===== config.mk =====
export PLATFORM = sky130hd
export DESIGN_NAME = pps_ctrl
export DESIGN_NICKNAME = d
export VERILOG_FILES = /design/src/pps_pkg.sv /design/src/pps_ctrl.sv
export SDC_FILE = /design/constraint.sdc
export NUM_CORES = 1
export LEC_CHECK = 0
export BUFFER_PORTS_ARGS = -buffer_cell sky130_fd_sc_hd__buf_2
export CAP_MARGIN = 40
export CORE_UTILIZATION = 25
export CTS_CLUSTER_DIAMETER = 30
export DETAILED_ROUTE_END_ITERATION = 8
export GPL_ROUTABILITY_DRIVEN = 0
export PLACE_DENSITY = 0.52
export SYNTH_ARGS = -nofsm -noshare
export SYNTH_HDL_FRONTEND = slang
export SYNTH_SLANG_ARGS = --single-unit

===== constraint.sdc =====
create_clock -name i_clk -period 1.59 [get_ports i_clk]
set_input_delay 0.477 -clock i_clk [delete_from_list [all_inputs] [get_ports i_clk]]
set_output_delay 0.477 -clock i_clk [all_outputs]
set_load 0.03 [all_outputs]

===== src/pps_pkg.sv =====
// Shared constants, types and the arctangent table for the pure pursuit steering block.
// No dependencies; used by every module in src.
package pps_pkg;

    localparam int unsigned MaxWaypoints    = 1024;
    localparam int unsigned CordicIters     = 16;
    localparam int unsigned CordicW         = 40;
    localparam int unsigned InDataW         = 96;
    localparam int unsigned InUserW         = 2;
    localparam int unsigned OutDataW        = 48;
    localparam int unsigned CfgIdxW         = 8;
    localparam int unsigned CfgDataW        = 32;

    localparam logic [CfgIdxW-1:0] RegLookahead = 8'd0;
    localparam logic [CfgIdxW-1:0] RegWheelBase = 8'd1;
    localparam logic [CfgIdxW-1:0] RegTgtSpeed  = 8'd2;
    localparam logic [CfgIdxW-1:0] RegSpeedGain = 8'd3;

    localparam logic FuncLoad = 1'b0;
    localparam logic FuncTick = 1'b1;

    typedef enum logic [1:0] {
        PASS_BEAR,
        PASS_SIN,
        PASS_STEER
    } t_pass;

    typedef struct packed {
        logic  cap;
        logic  load;
        logic  th1;
        logic  th2;
        logic  th3;
        logic  empty;
        logic  rd_end;
        logic  rd_walk;
        logic  chk_end;
        logic  diff;
        logic  mul;
        logic  step;
        logic  hit;
        logic  settle;
        logic  c_start;
        logic  c_take;
        t_pass pass;
        logic  fin;
        logic  out_load;
    } t_cmd;

    typedef struct packed {
        logic active;
        logic empty;
        logic walk_end;
        logic far;
        logic c_done;
        logic c_busy;
    } t_sts;

    function automatic logic [31:0] atan_entry(input logic [4:0] i);
        logic [31:0] a;
        unique case (i)
            5'd0:  a = 32'd536870912;
            5'd1:  a = 32'd316933406;
            5'd2:  a = 32'd167458907;
            5'd3:  a = 32'd85004756;
            5'd4:  a = 32'd42667331;
            5'd5:  a = 32'd21354465;
            5'd6:  a = 32'd10680862;
            5'd7:  a = 32'd5340245;
            5'd8:  a = 32'd2670163;
            5'd9:  a = 32'd1335087;
            5'd10: a = 32'd667544;
            5'd11: a = 32'd333772;
            5'd12: a = 32'd166886;
            5'd13: a = 32'd83443;
            5'd14: a = 32'd41722;
            5'd15: a = 32'd20861;
            5'd16: a = 32'd10430;
            5'd17: a = 32'd5215;
            5'd18: a = 32'd2608;
            5'd19: a = 32'd1304;
            5'd20: a = 32'd652;
            5'd21: a = 32'd326;
            5'd22: a = 32'd163;
            5'd23: a = 32'd81;
            5'd24: a = 32'd41;
            5'd25: a = 32'd20;
            5'd26: a = 32'd10;
            5'd27: a = 32'd5;
            5'd28: a = 32'd3;
            5'd29: a = 32'd1;
            5'd30: a = 32'd1;
            default: a = 32'd0;
        endcase
        return a;
    endfunction

endpackage


===== src/pps_ctrl.sv =====
// Controller state machine: input and output handshakes, sequencing of the datapath.
// Depends on pps_pkg for the command and status structs.
module pps_ctrl (
    input  logic           i_clk,
    input  logic           i_rst_n,
    input  logic           i_s_tvalid,
    input  logic           i_func,
    output logic           o_s_tready,
    output logic           o_m_tvalid,
    input  logic           i_m_tready,
    input  pps_pkg::t_sts  i_sts,
    output pps_pkg::t_cmd  o_cmd
);
    import pps_pkg::*;

    typedef enum logic [3:0] {
        S_IDLE, S_LOAD, S_TH1, S_TH2, S_TH3, S_END_RD, S_END_CHK, S_W_RD,
        S_W_DIF, S_W_MUL, S_W_CMP, S_SETTLE, S_C_GO, S_C_WAIT, S_FIN, S_OUT
    } t_state;

    t_state r_state;
    t_pass  r_pass;
    logic   r_m_valid;
    logic   room;

    assign room       = !r_m_valid || i_m_tready;
    assign o_s_tready = (r_state == S_IDLE);
    assign o_m_tvalid = r_m_valid;

    always_comb begin
        o_cmd      = '0;
        o_cmd.pass = r_pass;
        unique case (r_state)
            S_IDLE:    o_cmd.cap = i_s_tvalid;
            S_LOAD:    o_cmd.load = 1'b1;
            S_TH1:     o_cmd.th1 = 1'b1;
            S_TH2:     o_cmd.th2 = 1'b1;
            S_TH3: begin
                o_cmd.th3   = 1'b1;
                o_cmd.empty = i_sts.active && i_sts.empty;
            end
            S_END_RD:  o_cmd.rd_end = 1'b1;
            S_END_CHK: o_cmd.chk_end = 1'b1;
            S_W_RD:    o_cmd.rd_walk = !i_sts.walk_end;
            S_W_DIF:   o_cmd.diff = 1'b1;
            S_W_MUL:   o_cmd.mul = 1'b1;
            S_W_CMP: begin
                o_cmd.hit  = i_sts.far;
                o_cmd.step = !i_sts.far;
            end
            S_SETTLE:  o_cmd.settle = 1'b1;
            S_C_GO:    o_cmd.c_start = 1'b1;
            S_C_WAIT:  o_cmd.c_take = i_sts.c_done;
            S_FIN:     o_cmd.fin = 1'b1;
            S_OUT:     o_cmd.out_load = room;
            default: ;
        endcase
    end

    always_ff @(posedge i_clk) begin
        if (!i_rst_n) begin
            r_state   <= S_IDLE;
            r_pass    <= PASS_BEAR;
            r_m_valid <= 1'b0;
        end else begin
            if (r_state == S_OUT && room) begin
                r_m_valid <= 1'b1;
            end else if (r_m_valid && i_m_tready) begin
                r_m_valid <= 1'b0;
            end
            unique case (r_state)
                S_IDLE: begin
                    if (i_s_tvalid) begin
                        r_state <= (i_func == FuncLoad) ? S_LOAD : S_TH1;
                    end
                end
                S_LOAD: r_state <= S_IDLE;
                S_TH1:  r_state <= S_TH2;
                S_TH2:  r_state <= S_TH3;
                S_TH3: begin
                    if (!i_sts.active || i_sts.empty) begin
                        r_state <= S_OUT;
                    end else begin
                        r_state <= S_END_RD;
                    end
                end
                S_END_RD:  r_state <= S_END_CHK;
                S_END_CHK: r_state <= S_W_RD;
                S_W_RD:    r_state <= i_sts.walk_end ? S_SETTLE : S_W_DIF;
                S_W_DIF:   r_state <= S_W_MUL;
                S_W_MUL:   r_state <= S_W_CMP;
                S_W_CMP:   r_state <= i_sts.far ? S_SETTLE : S_W_RD;
                S_SETTLE: begin
                    r_pass  <= PASS_BEAR;
                    r_state <= S_C_GO;
                end
                S_C_GO:    r_state <= S_C_WAIT;
                S_C_WAIT: begin
                    if (i_sts.c_done) begin
                        priority case (r_pass)
                            PASS_BEAR: begin
                                r_pass  <= PASS_SIN;
                                r_state <= S_C_GO;
                            end
                            PASS_SIN: begin
                                r_pass  <= PASS_STEER;
                                r_state <= S_C_GO;
                            end
                            default: r_state <= S_FIN;
                        endcase
                    end
                end
                S_FIN: r_state <= S_OUT;
                S_OUT: begin
                    if (room) begin
                        r_state <= S_IDLE;
                    end
                end
                default: r_state <= S_IDLE;
            endcase
        end
    end

endmodule


== Yosys cells after proc, flatten, opt, wreduce, memory -nomap -nowiden ==
Cells that the tools add are included.

* Output and inout bits: 22
* Word-level logic and storage cells: 69
* Bits in registers: 7

* Multiplexer cells: 30
* Equality and inequality tests: 20
* Reductions and logical operators: 16

{| class="wikitable"
|+ Operators with widths
! operator !! number
|-
| 4-bit one-hot mux with 16 select lines || 1
|-
| 4-bit == test (second input constant) || 8
|-
| 4-bit 2-to-1 mux || 5
|-
| 4-bit by 3-bit == test with 1-bit output (second input constant) || 4
|-
| 1-bit 2-to-1 mux || 16
|-
| 2-bit 2-to-1 mux || 6
|-
| 4-bit by 2-bit == test with 1-bit output (second input constant) || 2
|-
| 2-bit one-hot mux with 2 select lines || 2
|-
| 2-bit inequality test (second input constant) || 3
|-
| 3-bit AND reduction || 2
|-
| 4-bit by 1-bit == test with 1-bit output (second input constant) || 1
|-
| 1-bit logical NOT || 4
|-
| 4-bit logical NOT || 1
|-
| 2-bit nonzero test || 2
|-
| 1-bit logical AND || 3
|-
| 3-bit inequality test (second input constant) || 1
|-
| 2-bit by 1-bit == test with 1-bit output (second input constant) || 1
|-
| 2-bit logical NOT || 1
|-
| 1-bit logical OR || 2
|-
| 2-bit OR reduction || 1
|}

== Longest topological paths before layout ==
Gate-level depths: netlist of the first run.

* Depth in word-level cells: 5
* Mapped depth: 5
* Depth with buffers taken out: 4

== Worst setup path after synthesis of the first run ==
Ideal clock, no wire load.

* Kind: register to output
* From: register r_state[1]
* To: output port o_cmd[14] (netlist bit)
* Cell stages (with the launch flop): 4
* Arrival time: 1.767 ns
* Path buffers: 1
* Setup slack: -0.654 ns
* Cells stage by stage: dfxtp_1 > clkbuf_1 > nor3_1 > and3_1

{| class="wikitable"
|+ RTL lines
! element !! RTL line !! RTL
|-
| start, declared || pps_ctrl.sv:21 || <nowiki>t_state r_state;</nowiki>
|-
| start signal, assigned || pps_ctrl.sv:74 || <nowiki>r_state <= (i_func == FuncLoad) ? S_LOAD : S_TH1;</nowiki>
|-
| start signal, assigned || pps_ctrl.sv:89 || <nowiki>S_W_RD: r_state <= i_sts.walk_end ? S_SETTLE : S_W_DIF;</nowiki>
|-
| start signal, assigned || pps_ctrl.sv:92 || <nowiki>S_W_CMP: r_state <= i_sts.far ? S_SETTLE : S_W_RD;</nowiki>
|-
| end, declared || pps_ctrl.sv:12 || <nowiki>output pps_pkg::t_cmd o_cmd</nowiki>
|}

==> results of run 1 <==
-- final timing paths --
path / endpoint / cells after the start / slack [ns] / from
worst min register to register: r_pass[1] / 2 / 0.52 / r_pass[0]
worst max-delay path: o_cmd[19] / 4 / -0.19 / r_state[2]
worst min-delay path: r_state[0] / 3 / 0.49 / i_rst_n
worst max register to register: r_pass[0] / 4 / 0.15 / r_state[3]
-- through the flow --
step             util   TNS, ns  total power, mW  setup WS (ns)
4_1_cts        0.5699    -2.403           0.5479        -0.2722
6_report       0.6349    -2.014           0.5478        -0.1936
5_1_grt        0.6349    -3.241           0.5879        -0.2611
3_3_place_gp   0.4653  -0.02214           0.3502       -0.01385
3_5_place_dp   0.4653  -0.05837           0.3514       -0.02984
2_1_floorplan       -    -1.252           0.2942        -0.2061
-- synth_stat cells (all sizes together) --
cell    number  share of area
nand3        1         0.0091
dfxtp        7           0.25
nand2        6          0.041
nand3b       1          0.014
nand2b       7          0.079
a41o         1          0.018
or2b         1          0.014
or2          1          0.011
and3         3          0.034
and2         1          0.011
nor2         9          0.061
and3b        1          0.016
nor2b        1          0.011
inv          4          0.027
clkbuf       1         0.0068
o21bai       1          0.014
a21boi       2          0.027
o211ai       1          0.014
o21ai        6          0.054
o41ai        1          0.016
buf          3          0.043
nor4b        1          0.016
nand4        1          0.011
a31oi        2          0.023
nor3         8          0.073
a21oi        4          0.036
mux2         1          0.020
nor4         3          0.045
-- layer usage --
metal  GRT usage  vias to the layer above  wire length, um  part of all wire
li1            -                      401                -                 -
met1      0.1947                      362              828              0.42
met2      0.3079                       26             1058              0.54
met3     0.02181                        2               69             0.035
met4     0.07353                        0                6            0.0031
met5           0                        -                0                 0
-- placed cells by master, fill, tap and decap left out, types with 4 or more instances in the layout --
cell       n
a21oi_1    4
inv_1      4
buf_6     22
nor3_2     4
nor2_4     6
o21ai_0    6
nand2_1    5
nand2b_1   4
buf_4     23
buf_2     13
-- report_power, final --
part	total, mW	switching (mW)	internal, mW	leakage (nW)
Combinational	0.202	0.106	0.0952	0.504
Clock	0.157	0.0615	0.0955	0.0150
Sequential	0.189	0.0101	0.179	0.0594
Total	0.548	0.178	0.370	0.578
-- cell families (layout without fill, tap and decap cells) --
kind of cell    count (synthesis)  count (layout)  synth area share
simple gates                   45              45            0.4467
mux                             1               1           0.02041
compound gates                 18              18            0.2018
buf+inv                         8              67           0.07708
flops                           7               7            0.2540
-- critical path: stages (launching register included) --
cell and delay [ns]:
dfxtp_2 0.32, buf_6 0.12, nor4_4 0.29, and2_4 0.21, buf_6 0.12
-- flip-flops by register name, indices dropped and copies added (netlist names) --
register	cells
o_m_tvalid	1
r_pass	2
r_state	4
-- layout make-up --
cell class / instances / area share
inverter: 4 / 0.01170
clock buffer: 4 / 0.02047
sequential: 7 / 0.1189
timing repair buffer: 59 / 0.3938
multi-input combinational: 64 / 0.4289
tap: 27 / 0.02632
-- repair_timing --
action	4_1_cts	5_1_grt
setup buffers	4	8
setup endpoints to repair	19	19
resized for setup	48	18
pin swaps	7	9
==> metrics.md, run 1 <==
| Metric | Value |
|---|---|
| Die X | 48.98 um |
| Worst endpoint required time | 1.11 ns |
| Crit path time final | 1.784 ns |
| Number of global-route vias before repair | 735 |
| Worst Hold Class | in -> reg |
| Initial drt markers | 10 |
| Nets | 150 |
| Status | finished, violations left |
| Core area | 2022 um2 |
| Cell area after layout | 1284 um2 |
| Filler cells | 189 |
| Drt first pass iters | 4 |
| Worst-path maximum fanout | 4 |
| Mapped Nets | 90 |
| Crit path capture type | output pin |
| RSZ-0062 raised after global routing | true |
| Pleak | 0.5782 nW |
| Hold Fails Final Rpt | 0 |
| Fraction of layout cells with a size suffix above 1 | 0.6594 |
| Detail Placement HPWL | 1367 um |
| FMAX | 560.7 MHz |
| Synthesis Warnings | 0 |
| Top-Level Pins | 33 |
| Final Cycle Share | 1.122 |
| DR WL/cell | 11.89 um |
| Number of placed instances with taps included | 149 |
| # setup viols final | 19 |
| Largest net degree at the start of global routing | 10 |
| Min Hold Slack | 0.4857 ns |
| Die height | 48.98 um |
| CTS root buf | clkbuf_4 |
| Reg area | 152.6 um2 |
| Worst-skew pair later-pin latency | 0.25 ns |
| Total Wirelength | 1962 um |
| Worst-Margin Slew | 0.3489 ns |
| Synth-to-Final Area Change | 132.7% |
| Vias per inst | 4.794 |
| CTS Buf Count | 3 |
| Synthesized instance count | 79 |
| # clock sinks | 7 |
| Final Non-Filler Cells | 165 |
| Row Count | 16 |
| Max Cap Viol | 0 |
| Unique cell type count in the Yosys netlist | 31 |
| Htree depth | 1 |
| CTS tree | yes |
| Post-synthesis sequential area ratio | 0.2540 |
| Antenna violations before repair | 0 |
| Mean Syn Cell Area | 6.985 um2 |
| Crit path DAT | 1.31 ns |
| DRC viols | 0 |
| Initial core utilization | 0.2729 |
| Final worst slack | -0.1936 ns |
| Clock transition at path regs | 0.05 ns |
| Multi-input gate area | 550.5 um2 |
| Clk buf depth | 2 |
| Peak VDD IR | 0.3370 mV |
| Antenna Nets Post-Route | 0 |
| PD cells | 426.8 nW/um2 |
| Area after DPL | 940.9 um2 |
| Startpoint types | flop |
| Seq cells post-synth | 7 |
| Slew headroom | 0.7664 |
| Mapped cell area | 551.8 um2 |
| Die area | 2399 um2 |
| Vias | 791 |
| PortBufs | 31 |
| Max-slew violation count | 0 |
| Worst clock skew | 0.0009776 ns |
| Gr usage total | 0.1688 |
| Failing checks | negative setup slack |
| # hold bufs at CTS | 0 |
| N_diodes | 0 |
| Kind of critical path | reg -> out |
| GR Overflow Total | 0 |
| Global-route wire length before repair | 3111 um |
Power figures use the tool's default switching activity.
==> run 2, diff against run 1 <==
--- a/config.mk
+++ b/config.mk
@@ -12,6 +12,7 @@
 export DETAILED_ROUTE_END_ITERATION = 8
 export GPL_ROUTABILITY_DRIVEN = 0
 export PLACE_DENSITY = 0.52
+export REMOVE_ABC_BUFFERS = 1
 export SYNTH_ARGS = -nofsm -noshare
 export SYNTH_HDL_FRONTEND = slang
 export SYNTH_SLANG_ARGS = --single-unit
==> metrics.md, run 2 (same netlist as run 1, synthesis figures left out) <==
| Metric | Value |
|---|---|
| Crit path max-delay family | simple AND/OR/NAND/NOR gates |
| Clk buf depth | 2 (unchanged) |
| Reg area | 152.6 um2 (unchanged) |
| Slew headroom | 0.7658 (about the same) |
| Filler cells | 181 (-4.2%) |
| Gr usage total | 0.1792 (+0.01035) |
| Gr busiest metal | met2 |
| Nets | 150 (unchanged) |
| Antenna violations before repair | 0 (unchanged) |
| # hold bufs at CTS | 0 (unchanged) |
| Hold Fails Final Rpt | 0 (unchanged) |
| CP Cell Sequence | buf_6 -> nor4_4 -> and2_4 -> buf_6 |
| GRT met3 Usage | 0.04050 (+0.01869) |
| Antenna Nets Post-Route | 0 (unchanged) |
| Number of global-route vias before repair | 736 (+0.14%) |
| Largest stage delay on the critical path | 0.37 ns (+0.05 ns) |
| Vias per inst | 4.812 (+0.38%) |
| Cell area after layout | 1227 um2 (-4.4%) |
| Met2 usage | 0.3148 (+0.006944) |
| CTS Buf Count | 3 (unchanged) |
| Crit Reg-Reg Startpoint | r_state[2] |
| Reg2Reg Capture Point | r_pass[0] |
| Global Route met1 Usage | 0.2245 (+0.02982) |
| Initial drt markers | 13 (+3) |
| CP dominant cell by count | buf_6 |
| Worst-path maximum fanout | 7 (+3) |
| Global-route wire length before repair | 3332 um (+7.1%) |
| Commonest non-fill, non-tap cell in the layout | buf_4 |
| Top-Level Pins | 33 (unchanged) |
| Top reg by flops | r_state |
| Worst-skew pair later-pin latency | 0.25 ns (about the same) |
| Die X | 48.98 um (unchanged) |
| RSZ-0062 raised after global routing | true |
| Worst reg2reg path depth | 8 (+4) |
| Fraction of layout cells with a size suffix above 1 | 0.6232 (-0.03623) |
| Startpoint types | flop |
| Area after DPL | 898.4 um2 (-4.5%) |
| Die area | 2399 um2 (unchanged) |
| Slowest CP cell | dfxtp_4 |
| Pre-CTS setup slack | -0.09786 ns (-0.06802 ns) |
| Initial core utilization | 0.2729 (unchanged) |
| # clock sinks | 7 (unchanged) |
| N_diodes | 0 (unchanged) |
| Finished Core Util | 0.6071 (-0.02785) |
| Worst-Margin Slew | 0.3497 ns (+0.0008017 ns) |
| PortBufs | 31 (unchanged) |
| Crit path capture type | output pin |
| Final worst slack | -0.2178 ns (-0.02418 ns) |
| Worst clock skew | 0.004584 ns (+0.003607 ns) |
| Total Wirelength | 2059 um (+4.9%) |
| Worst Hold End | r_state[0] |
| Peak VDD IR | 0.4642 mV (+38%) |
| Synth-to-Final Area Change | 122.4% |
| Max FFs per register | 4 (unchanged) |
| DRC viols | 0 (unchanged) |
| Crit path time final | 1.808 ns (+0.02418 ns) |
| Failing checks | negative setup slack |
| PD cells | 447.9 nW/um2 (+5.0%) |
| Min Hold Slack | 0.4953 ns (+0.009567 ns) |
| Most frequent cells in the layout | 30 x buf_4, 15 x buf_6, 13 x buf_2 |
| Worst endpoint required time | 1.11 ns (about the same) |
| Multi-input gate area | 520.5 um2 (-5.5%) |
| Drt first pass iters | 4 (unchanged) |
| # setup viols final | 19 (unchanged) |
| CTS root buf | clkbuf_4 |
| Detail Placement HPWL | 1418 um (+3.7%) |
| Power Total | 549.8 uW (+0.35%) |
| Vias | 794 (+0.38%) |
| GR Overflow Total | 0 (unchanged) |
| Htree depth | 1 (unchanged) |
| Crit path DAT | 1.33 ns (+0.02 ns) |
| Largest net degree at the start of global routing | 9 (-1) |
| Row Count | 16 (unchanged) |
| CTS tree | yes |
| Max-slew violation count | 0 (unchanged) |
| R2R Setup Slk | 0.07 ns (-0.08 ns) |
| Core area | 2022 um2 (unchanged) |
| Pleak | 0.5670 nW (-1.9%) |
| Max Cap Viol | 0 (unchanged) |
| Clock transition at path regs | 0.06 ns (about the same) |
| FMAX | 553.2 MHz (-1.3%) |
| Kind of critical path | reg -> out |
| Status | finished, violations left |
| Final Cycle Share | 1.137 (+0.01521) |
| DR WL/cell | 12.48 um (+4.9%) |
| HP Start | i_rst_n |
| Die height | 48.98 um (unchanged) |
| Hold Crit Depth | 3 (unchanged) |
| Worst Hold Class | in -> reg |
| Worst Path Buf+Inv | 2 (unchanged) |
==> run 2: cell counts in the layout (fill, tap and decap cells not counted) <==
Identical to the previous run, type by type.
==> run 2: worst min-delay path, delay by kind of cell <==
kind | cells | cell delay (ns)
compound gates | 2 | 0.12
buf+inv | 1 | 0.11
==> run 2: through the flow <==
step | std cells | setup TNS [ns]
final | 165 | -2.572
after global routing | 165 | -3.665
after CTS | 163 | -2.471
after detailed placement | 156 | -0.2371
after global placement | 156 | -0.2960
after floorplan | 75 | -5.402
==> run 2: how the worst max path moves through the flow <==
| stage | depth (start not counted) | endpoint | from | slack, ns |
|---|---|---|---|---|
| 2_1_floorplan | 3 | o_cmd[14] | r_state[2] | -0.77 |
| 3_3_place_gp | 4 | o_cmd[19] | r_state[2] | -0.09 |
| 3_5_place_dp | 4 | o_cmd[19] | r_state[2] | -0.1 |
| 4_1_cts | 4 | o_cmd[19] | r_state[2] | -0.22 |
| 5_1_grt | 4 | o_cmd[19] | r_state[2] | -0.29 |
| 6_report | 4 | o_cmd[19] | r_state[2] | -0.22 |
==> run 2: cell type report <==
cell class,instances,area share
inverters,4,0.01223
clock buffers,4,0.02141
well taps,27,0.02752
flip-flops and latches,7,0.1244
repair buffers,59,0.3904
multi-input cells,64,0.4241
==> run 2: what timing repair did <==
item / in CTS / in global routing
setup buffers: 3 / 2
pin swaps: 7 / 2
gates resized for setup: 60 / 9
endpoints found under the setup margin: 19 / 19
==> run 2: power breakdown <==
| part | internal [mW] | switching, mW | leakage [nW] |
|---|---|---|---|
| sequential | 0.178 | 0.0126 | 0.0594 |
| clock | 0.0958 | 0.0662 | 0.0150 |
| combinational | 0.0944 | 0.103 | 0.493 |
==> run 2: per-layer routing <==
layer	part of all wire	vias up
li1	-	402
met1	0.45	370
met5	0	-
met4	0.0034	0
met3	0.031	2
met2	0.51	20
